==> src/hw/rtl/duration_text_parser_macros.svh <==
// Assertion macros for the duration text parser.
// Expect signals clk and rst_n in the scope of use; no other dependencies.
`ifndef DURATION_TEXT_PARSER_MACROS_SVH
`define DURATION_TEXT_PARSER_MACROS_SVH

// Same-cycle implication, masked while reset is asserted.
`define DTP_ASSERT_IMP(label, ante, cons, msg) \
  label: assert property (@(posedge clk) disable iff (!rst_n) (ante) |-> (cons)) \
    else $error(msg);

// Next-cycle implication, masked while reset is asserted.
`define DTP_ASSERT_NXT(label, ante, cons, msg) \
  label: assert property (@(posedge clk) disable iff (!rst_n) (ante) |=> (cons)) \
    else $error(msg);

`endif

==> src/hw/rtl/dtp_pkg.sv <==
// Shared types and constants for the duration text parser.
// No dependencies; used by dtp_result_if, dtp_step and duration_text_parser.
package dtp_pkg;

  localparam int unsigned SECS_W = 32;
  localparam int unsigned MS_W   = 10;
  localparam int unsigned STAT_W = 2;

  localparam logic [7:0] CHAR_SPACE = 8'h20;
  localparam logic [7:0] CHAR_ZERO  = 8'h30;
  localparam logic [7:0] CHAR_NINE  = 8'h39;
  localparam logic [7:0] CHAR_COLON = 8'h3A;
  localparam logic [7:0] CHAR_DOT   = 8'h2E;

  localparam logic [5:0]      SECS_PER_MIN = 6'd60;
  localparam logic [3:0]      DEC_BASE     = 4'd10;
  localparam logic [MS_W-1:0] MS_MAX       = 10'd999;
  localparam logic [1:0]      MAX_COLONS   = 2'd2;

  // Error flag bits
  localparam int unsigned FLAG_EMPTY_BIT = 0;
  localparam int unsigned FLAG_SAT_BIT   = 1;

  // Status codes
  localparam logic [STAT_W-1:0] STAT_OK    = 2'd0;
  localparam logic [STAT_W-1:0] STAT_EMPTY = 2'd1;
  localparam logic [STAT_W-1:0] STAT_SAT   = 2'd2;

  typedef enum logic [2:0] {
    PH_SKIP = 3'b001,
    PH_INT  = 3'b010,
    PH_FRAC = 3'b100
  } phase_t;

  typedef struct packed {
    logic [SECS_W-1:0] folded_total;
    logic [SECS_W-1:0] group_value;
    logic [MS_W-1:0]   fraction_value;
    logic [1:0]        colon_count;
    phase_t            parse_phase;
    logic              group_has_digit;
    logic [1:0]        error_flags;
  } parse_state_t;

  typedef struct packed {
    logic [SECS_W-1:0] total_seconds;
    logic [MS_W-1:0]   milliseconds;
    logic [STAT_W-1:0] status;
  } result_t;

  localparam parse_state_t STATE_RESET = '{
    folded_total:    '0,
    group_value:     '0,
    fraction_value:  '0,
    colon_count:     '0,
    parse_phase:     PH_SKIP,
    group_has_digit: 1'b0,
    error_flags:     '0
  };

endpackage

==> src/hw/rtl/dtp_chan_if.sv <==
// Valid/ready channel interfaces for the duration text parser.
// Depends on dtp_pkg for field widths.
interface dtp_char_if;
  logic       valid;
  logic       ready;
  logic [7:0] character;

  modport source (output valid, output character, input ready);
  modport sink   (input valid, input character, output ready);
endinterface

interface dtp_result_if;
  logic                            valid;
  logic                            ready;
  logic [dtp_pkg::SECS_W-1:0]      total_seconds;
  logic [dtp_pkg::MS_W-1:0]        milliseconds;
  logic [dtp_pkg::STAT_W-1:0]      status;

  modport source (output valid, output total_seconds, output milliseconds,
                  output status, input ready);
  modport sink   (input valid, input total_seconds, input milliseconds,
                  input status, output ready);
endinterface

==> src/hw/rtl/dtp_step.sv <==
// Next-state and result logic for one character of the duration parser.
// Depends on dtp_pkg.
module dtp_step (
  input  dtp_pkg::parse_state_t state_cur,
  input  logic [7:0]            char_cur,
  output dtp_pkg::parse_state_t state_nxt,
  output logic                  res_valid,
  output dtp_pkg::result_t      res
);

  logic        is_digit;
  logic [3:0]  digit;
  logic [35:0] grp_w;
  logic [37:0] fold_w;
  logic [13:0] frac_w;
  logic        grp_sat;
  logic        fold_sat;
  logic        frac_sat;

  assign is_digit = (char_cur >= dtp_pkg::CHAR_ZERO) && (char_cur <= dtp_pkg::CHAR_NINE);
  assign digit    = char_cur[3:0];

  // Three short multiply-adds by constants, each with a range check
  assign grp_w  = 36'(state_cur.group_value) * 36'(dtp_pkg::DEC_BASE) + 36'(digit);
  assign fold_w = 38'(state_cur.folded_total) * 38'(dtp_pkg::SECS_PER_MIN)
                + 38'(state_cur.group_value);
  assign frac_w = 14'(state_cur.fraction_value) * 14'(dtp_pkg::DEC_BASE) + 14'(digit);

  assign grp_sat  = |grp_w[35:32];
  assign fold_sat = |fold_w[37:32];
  assign frac_sat = frac_w > 14'(dtp_pkg::MS_MAX);

  always_comb begin
    logic [1:0] flags;
    logic       fin;
    logic       in_int;

    state_nxt = state_cur;
    res_valid = 1'b0;
    res       = '0;
    flags     = state_cur.error_flags;
    fin       = 1'b0;
    in_int    = 1'b0;

    unique case (state_cur.parse_phase)
      dtp_pkg::PH_FRAC: begin
        if (is_digit) begin
          state_nxt.fraction_value  = frac_sat ? dtp_pkg::MS_MAX : frac_w[dtp_pkg::MS_W-1:0];
          state_nxt.group_has_digit = 1'b1;
          if (frac_sat) flags[dtp_pkg::FLAG_SAT_BIT] = 1'b1;
        end else begin
          fin = 1'b1;
        end
      end
      dtp_pkg::PH_INT: begin
        in_int = 1'b1;
      end
      default: begin
        // Skip leading spaces; anything else opens the integer groups
        if (char_cur != dtp_pkg::CHAR_SPACE) begin
          state_nxt.parse_phase = dtp_pkg::PH_INT;
          in_int = 1'b1;
        end
      end
    endcase

    if (in_int) begin
      if (is_digit) begin
        state_nxt.group_value     = grp_sat ? '1 : grp_w[31:0];
        state_nxt.group_has_digit = 1'b1;
        if (grp_sat) flags[dtp_pkg::FLAG_SAT_BIT] = 1'b1;
      end else if (char_cur == dtp_pkg::CHAR_COLON &&
                   state_cur.colon_count < dtp_pkg::MAX_COLONS) begin
        if (!state_cur.group_has_digit) flags[dtp_pkg::FLAG_EMPTY_BIT] = 1'b1;
        if (fold_sat) flags[dtp_pkg::FLAG_SAT_BIT] = 1'b1;
        state_nxt.folded_total    = fold_sat ? '1 : fold_w[31:0];
        state_nxt.group_value     = '0;
        state_nxt.group_has_digit = 1'b0;
        state_nxt.colon_count     = 2'(state_cur.colon_count + 2'd1);
      end else if (char_cur == dtp_pkg::CHAR_DOT) begin
        if (!state_cur.group_has_digit) flags[dtp_pkg::FLAG_EMPTY_BIT] = 1'b1;
        state_nxt.group_has_digit = 1'b0;
        state_nxt.parse_phase     = dtp_pkg::PH_FRAC;
      end else begin
        fin = 1'b1;
      end
    end

    state_nxt.error_flags = flags;

    if (fin) begin
      if (!state_cur.group_has_digit) flags[dtp_pkg::FLAG_EMPTY_BIT] = 1'b1;
      if (fold_sat) flags[dtp_pkg::FLAG_SAT_BIT] = 1'b1;
      res_valid          = 1'b1;
      res.total_seconds  = fold_sat ? '1 : fold_w[31:0];
      res.milliseconds   = state_cur.fraction_value;
      if (flags[dtp_pkg::FLAG_EMPTY_BIT])    res.status = dtp_pkg::STAT_EMPTY;
      else if (flags[dtp_pkg::FLAG_SAT_BIT]) res.status = dtp_pkg::STAT_SAT;
      else                                   res.status = dtp_pkg::STAT_OK;
      state_nxt = dtp_pkg::STATE_RESET;
    end
  end

endmodule

==> src/hw/rtl/duration_text_parser.sv <==
// Top level of the duration text parser: input register, parse state, result register.
// Depends on dtp_pkg, dtp_chan_if, dtp_step and duration_text_parser_macros.svh.
//
//   channel   dir  payload                                    transfer when
//   in_chan   in   character[7:0]                              valid && ready
//   out_chan  out  total_seconds[31:0], milliseconds[9:0],     valid && ready
//                  status[1:0]
//
// One character per cycle while the result register is free or being taken. A
// character is held in the input register, then the parse step updates the state
// and, on a terminator, loads the result register.
// Reset (rst_n low, synchronous) empties both registers and returns the parse
// state to skipping leading spaces. Hold the input register while the result
// register is full and not taken; input stays ready while its register drains.
`include "duration_text_parser_macros.svh"

module duration_text_parser (
  input  logic                clk,
  input  logic                rst_n,
  dtp_char_if.sink            in_chan,
  dtp_result_if.source        out_chan
);

  // Input register
  logic       s1_valid_r;
  logic [7:0] s1_char_r;

  // Parse state and the step outputs
  dtp_pkg::parse_state_t state_r;
  dtp_pkg::parse_state_t state_nxt;
  logic                  step_res_valid;
  dtp_pkg::result_t      step_res;

  // Result register
  logic             out_valid_r;
  dtp_pkg::result_t out_res_r;

  logic advance;

  // Advance the held character whenever the result register can take a result
  assign advance       = s1_valid_r && (!out_valid_r || out_chan.ready);
  assign in_chan.ready = !s1_valid_r || advance;

  dtp_step u_step (
    .state_cur (state_r),
    .char_cur  (s1_char_r),
    .state_nxt (state_nxt),
    .res_valid (step_res_valid),
    .res       (step_res)
  );

  always_ff @(posedge clk) begin
    if (!rst_n) begin
      s1_valid_r  <= 1'b0;
      out_valid_r <= 1'b0;
      state_r     <= dtp_pkg::STATE_RESET;
    end else begin
      if (in_chan.ready) s1_valid_r <= in_chan.valid;
      if (advance) state_r <= state_nxt;
      // Set on a fresh result, drop once the sink takes it
      if (advance && step_res_valid) out_valid_r <= 1'b1;
      else if (out_chan.ready)       out_valid_r <= 1'b0;
    end
  end

  // Payload registers carry no reset
  always_ff @(posedge clk) begin
    if (in_chan.valid && in_chan.ready) s1_char_r <= in_chan.character;
    if (advance && step_res_valid) out_res_r <= step_res;
  end

  assign out_chan.valid         = out_valid_r;
  assign out_chan.total_seconds = out_res_r.total_seconds;
  assign out_chan.milliseconds  = out_res_r.milliseconds;
  assign out_chan.status        = out_res_r.status;

  // A third colon ends the parse, so the count never passes two
  `DTP_ASSERT_IMP(a_colon_bound, 1'b1, state_r.colon_count != 2'd3,
    "colon count out of range")

  // Milliseconds saturate at 999
  `DTP_ASSERT_IMP(a_ms_bound, out_valid_r, out_res_r.milliseconds <= dtp_pkg::MS_MAX,
    "milliseconds above limit")

  // A finished parse leaves the state as after reset
  `DTP_ASSERT_NXT(a_state_cleared, advance && step_res_valid,
    state_r == dtp_pkg::STATE_RESET && out_valid_r,
    "state not cleared after result")

endmodule

==> src/flat_wrapper.sv <==
// flat-port wrapper written by rule: the top's interface ports become plain ports
module duration_text_parser_flat 
  (clk, rst_n, in_chan_valid, in_chan_character, in_chan_ready, out_chan_valid, out_chan_total_seconds, out_chan_milliseconds, out_chan_status, out_chan_ready);
  dtp_char_if in_chan_i ();
  dtp_result_if out_chan_i ();
  input  logic clk;
  input  logic rst_n;
  input wire logic [$bits(in_chan_i.valid)-1:0] in_chan_valid;
  input wire logic [$bits(in_chan_i.character)-1:0] in_chan_character;
  output wire logic [$bits(in_chan_i.ready)-1:0] in_chan_ready;
  output wire logic [$bits(out_chan_i.valid)-1:0] out_chan_valid;
  output wire logic [$bits(out_chan_i.total_seconds)-1:0] out_chan_total_seconds;
  output wire logic [$bits(out_chan_i.milliseconds)-1:0] out_chan_milliseconds;
  output wire logic [$bits(out_chan_i.status)-1:0] out_chan_status;
  input wire logic [$bits(out_chan_i.ready)-1:0] out_chan_ready;
  assign in_chan_i.valid = in_chan_valid;
  assign in_chan_i.character = in_chan_character;
  assign in_chan_ready = in_chan_i.ready;
  assign out_chan_valid = out_chan_i.valid;
  assign out_chan_total_seconds = out_chan_i.total_seconds;
  assign out_chan_milliseconds = out_chan_i.milliseconds;
  assign out_chan_status = out_chan_i.status;
  assign out_chan_i.ready = out_chan_ready;
  duration_text_parser u_core (.clk(clk), .rst_n(rst_n), .in_chan(in_chan_i), .out_chan(out_chan_i));
endmodule
==> config.mk <==
export PLATFORM = sky130hd
export DESIGN_NAME = duration_text_parser_flat
export DESIGN_NICKNAME = d
export VERILOG_FILES = /design/src/hw/rtl/dtp_pkg.sv /design/src/hw/rtl/dtp_chan_if.sv /design/src/hw/rtl/dtp_step.sv /design/src/hw/rtl/duration_text_parser.sv /design/src/flat_wrapper.sv
export VERILOG_INCLUDE_DIRS = /design/src /design/src/hw/rtl
export SDC_FILE = /design/constraint.sdc
export NUM_CORES = 1
export LEC_CHECK = 0
export ABC_AREA = 1
export BUFFER_PORTS_ARGS = -buffer_cell sky130_fd_sc_hd__buf_2
export CAP_MARGIN = 30
export CORE_UTILIZATION = 50
export CTS_BUF_LIST = sky130_fd_sc_hd__clkbuf_4
export DETAILED_ROUTE_END_ITERATION = 6
export PLACE_DENSITY = 0.67
export SETUP_SLACK_MARGIN = 0.02
export SLEW_MARGIN = 0
export SYNTH_ARGS = -nofsm -noshare
export SYNTH_HDL_FRONTEND = slang
export SYNTH_SLANG_ARGS = --single-unit
==> constraint.sdc <==
create_clock -name clk -period 12.4 [get_ports clk]
set_clock_uncertainty 0.1 [all_clocks]
set_input_delay 2.48 -clock clk [delete_from_list [all_inputs] [get_ports clk]]
set_output_delay 2.48 -clock clk [all_outputs]
set_load 0.05 [all_outputs]
==> metrics.md <==
| Metric | Value |
|---|---|
| Die X | 175 µm |
| Setup slack of the worst register-to-register path | 6030 ps |
| Number of setup buffers added after CTS | 0 |
| Accumulated negative setup slack | 0 ps |
| Cell with the most instances on the worst path | nand2_1 |
| Syn Area/Cell | 6.78 µm² |
| Clock latency of the later-clocked register in the worst-skew pair | 590 ps |
| Root cell of the clock tree | clkbuf_4 |
| Number of buffers between clock root and the deepest sink | 2 |
| Unique masters post-synth | 45 |
| Number of antenna violations at the first check in global routing | 2 |
| Max-slew headroom at the worst pin | 0.407 |
| Seq cells post-synth | 136 |
| Design internal power | 606 µW |
| Synth Warn # | 0 |
| Most common flop cell mapped by yosys | dfxtp_1 |
| Summed instance area of the synthesized netlist | 14900 µm² |
| Status | complete, but fails checks |
| Max Cap Violations | 0 |
| Number of enable flip-flop cells after synthesis | 52 |
| Largest net degree at the start of global routing | 43 |
| Required time worst endpoint | 12670 ps |
| Final hold violation count | 0 |
| Unrepaired setup endpoints after global routing | no |
| Final #Nets | 2481 |
| Wire length of the first global-routing pass | 66.5 mm |
| Cell area reported after detailed placement | 15600 µm² |
| Overall die area | 30500 µm² |
| TritonCTS clock tree | built |
| Power per unit of standard cell area | 52.9 nW/µm² |
| Count of port buffers added during placement | 57 |
| Asr flop ratio synth | 0 |
| Post-DR vias/cell | 5.21 |
| Core area | 29000 µm² |
| Critical Path Max Stage Delay | 520 ps |
| Setup Crit Path Kind | flop to flop |
| WL/cell | 15.0 µm |
| Die span in y | 175 µm |
| Leading cell type in the layout, fill and taps excluded | nand2_1 |
| Quantity of gates resized following cts | 0 |
| Critical Path Sink Type | flop |
| Failing checks | DRC |
| Number of buffers added to fix hold violations after cts | 0 |
| Fraction of power spent switching nets | 0.279 |
| Critical path buffer and inverter count | 6 |
| Most frequent cells in the layout | 630 x nand2_1, 360 x inv_1, 185 x a21oi_1, 182 x nor2_1, 152 x ha_1 |
| Top cell type's share of synthesized area | 0.159 |
| Max-slew violation total from the final report | 0 |
| Critical-path top delay cell | fa_1 |
| DP HPWL | 33.1 mm |
| Clk network pwr share | 0.362 |
| Fill count | 3024 |
| Sink Count | 136 |
| Starting utilization of the core area | 0.514 |
| Total global routing track utilization | 0.273 |
| Cell accounting for the most synthesized area | nand2_1 |
| CTS HTree Levels | 4 |
| Critical Path Source Type | flop |
| DRT Pass-1 Iters | 7 |
| Fraction of layout cells with a size suffix above 1 | 0.0711 |
| Count of pins on the block boundary | 58 |
| Share of the clock period used by the worst path after layout | 0.513 |
| Pre-CTS setup slack | 6050 ps |
| Post-route standard cell area excluding fillers | 15900 µm² |
| Share of total power in combinational logic | 0.070 |
| Setup slack after layout | 6030 ps |
| Class of the tightest hold or removal check | flop to flop |
| Routability Congestion | 0.940 |
| Worst voltage drop across the vdd grid | 43.4 µV |
| Drt first-iter violations | 876 |
| Setup violation total in the final timing report | 0 |
| Routed wire length | 39.7 mm |
| Part of the Yosys area used for sequential elements | 0.218 |
| CP top delay family | adder cells |
| Row Count | 62 |
| Ranking of synthesized cells by area | nand2_1 16%, ha_1 13%, dfxtp_1 11%, edfxtp_1 10%, inv_1 9.1% |
| Clock-pin slew on the worst setup and hold paths | 140 ps |
| Cell count after synthesis | 2199 |
| Post-detailed-route count of antenna-violating nets | 0 |
| Finished Core Util | 0.547 |
| Sequential Power Share | 0.568 |
| Growth of design area from synthesis to finish | 6.53% |
| Worst-margin pin slew | 888 ps |
| CP arrival | 6630 ps |
| Cts bufs inserted | 17 |
| Total net switching power | 235 µW |
| Total gr overflow | 0 |
| Number of remaining DRC errors | 3 |
| Period minus WS final | 6370 ps |
| Largest driver fanout on the critical path | 27 |
| Vias | 13800 |
| Static leakage | 0.00804 µW |
| Number of global-route vias before repair | 13500 |
| Post-synth net total | 2429 |
| F_max | 157 MHz |
-- logic make-up after synthesis --
kind of cell               share of synthesized area
AOI/OAI and AO/OA                              0.120
xor gates and xnor gates                      0.0541
DFF                                            0.218
buffers and inverters                          0.103
adders and majority gates                      0.216
and+or+nand+nor                                0.289
-- worst register-to-register path, delay by kind of cell, from the launching register on --
family,cells,cell delay [ps]
fa+ha+maj,4,1750
compound gates,7,1740
flops,1,430
buf+inv,6,620
xor+xnor,1,110
simple gates,13,1410
-- final timing paths --
| check | start | end | depth (start not counted) |
|---|---|---|---|
| min | u_core.state_r[2]$_SDFFE_PN0P_ | u_core.state_r[2]$_SDFFE_PN0P_ | 2 |
| max | u_core.state_r[51]$_SDFFE_PN0P_ | u_core.out_chan.total_seconds[4]$_SDFFCE_PP0P_ | 31 |
| max reg2reg | u_core.state_r[51]$_SDFFE_PN0P_ | u_core.out_chan.total_seconds[4]$_SDFFCE_PP0P_ | 31 |
| min reg2reg | u_core.state_r[2]$_SDFFE_PN0P_ | u_core.state_r[2]$_SDFFE_PN0P_ | 2 |
-- Yosys cell counts (all sizes together), types with 9 or more instances --
library cell  count
nor2            202
edfxtp           52
a21o             10
nand3b            9
or2              10
clkbuf           22
o21bai           12
nand3           102
inv             368
a31oi            11
fa               66
nand4            31
xor2             53
xnor2            39
nand2           642
ha              152
a21oi           189
nor3             21
o21ai            87
dfxtp            84
-- layout make-up --
type,instances,area (µm²),share of cell area
diodes,2,5.00,0.000315
clock buffers,18,135,0.00851
clock inverters,13,141,0.00891
inverters,369,1390,0.0874
flip-flops and latches,136,3240,0.204
repair buffers,63,350,0.0221
well taps,384,480,0.0303
multi-input cells,1664,10100,0.638
-- registers in the layout, indices dropped and copies added, names as in the netlist --
name / cells
u_core.s1_char_r: 8
u_core.out_chan.milliseconds: 10
u_core.s1_valid_r: 1
u_core.out_chan.status: 2
u_core.out_chan.valid: 1
u_core.state_r: 82
u_core.out_chan.total_seconds: 32
-- through the flow --
step	total power (µW)	std cells	hold WS, ps
detailed placement	546	2616	358
CTS	848	2647	377
finish	840	2649	378
global route	872	2649	403
floorplan	530	2199	345
global placement	545	2615	352
-- power by group through the flow --
| stage | combinational (µW) | clock, µW | sequential [µW] |
|---|---|---|---|
| 5_1_grt | 62.9 | 331 | 478 |
| 3_5_place_dp | 58.9 | 0 | 487 |
| 4_1_cts | 59.0 | 312 | 477 |
| 2_1_floorplan | 19.8 | 0 | 510 |
| 3_3_place_gp | 58.3 | 0 | 487 |
| 6_report | 58.7 | 305 | 477 |
-- metal layers --
metal | track usage | vias to the layer above | routed length, µm | part of all wire
met5 | 0 | - | 0 | 0
met3 | 0.0296 | 43 | 1630 | 0.041
li1 | - | 7133 | - | -
met2 | 0.442 | 306 | 17600 | 0.44
met4 | 0.0790 | 0 | 805 | 0.020
met1 | 0.384 | 6327 | 19600 | 0.49
(Power assumes the default switching activity.)
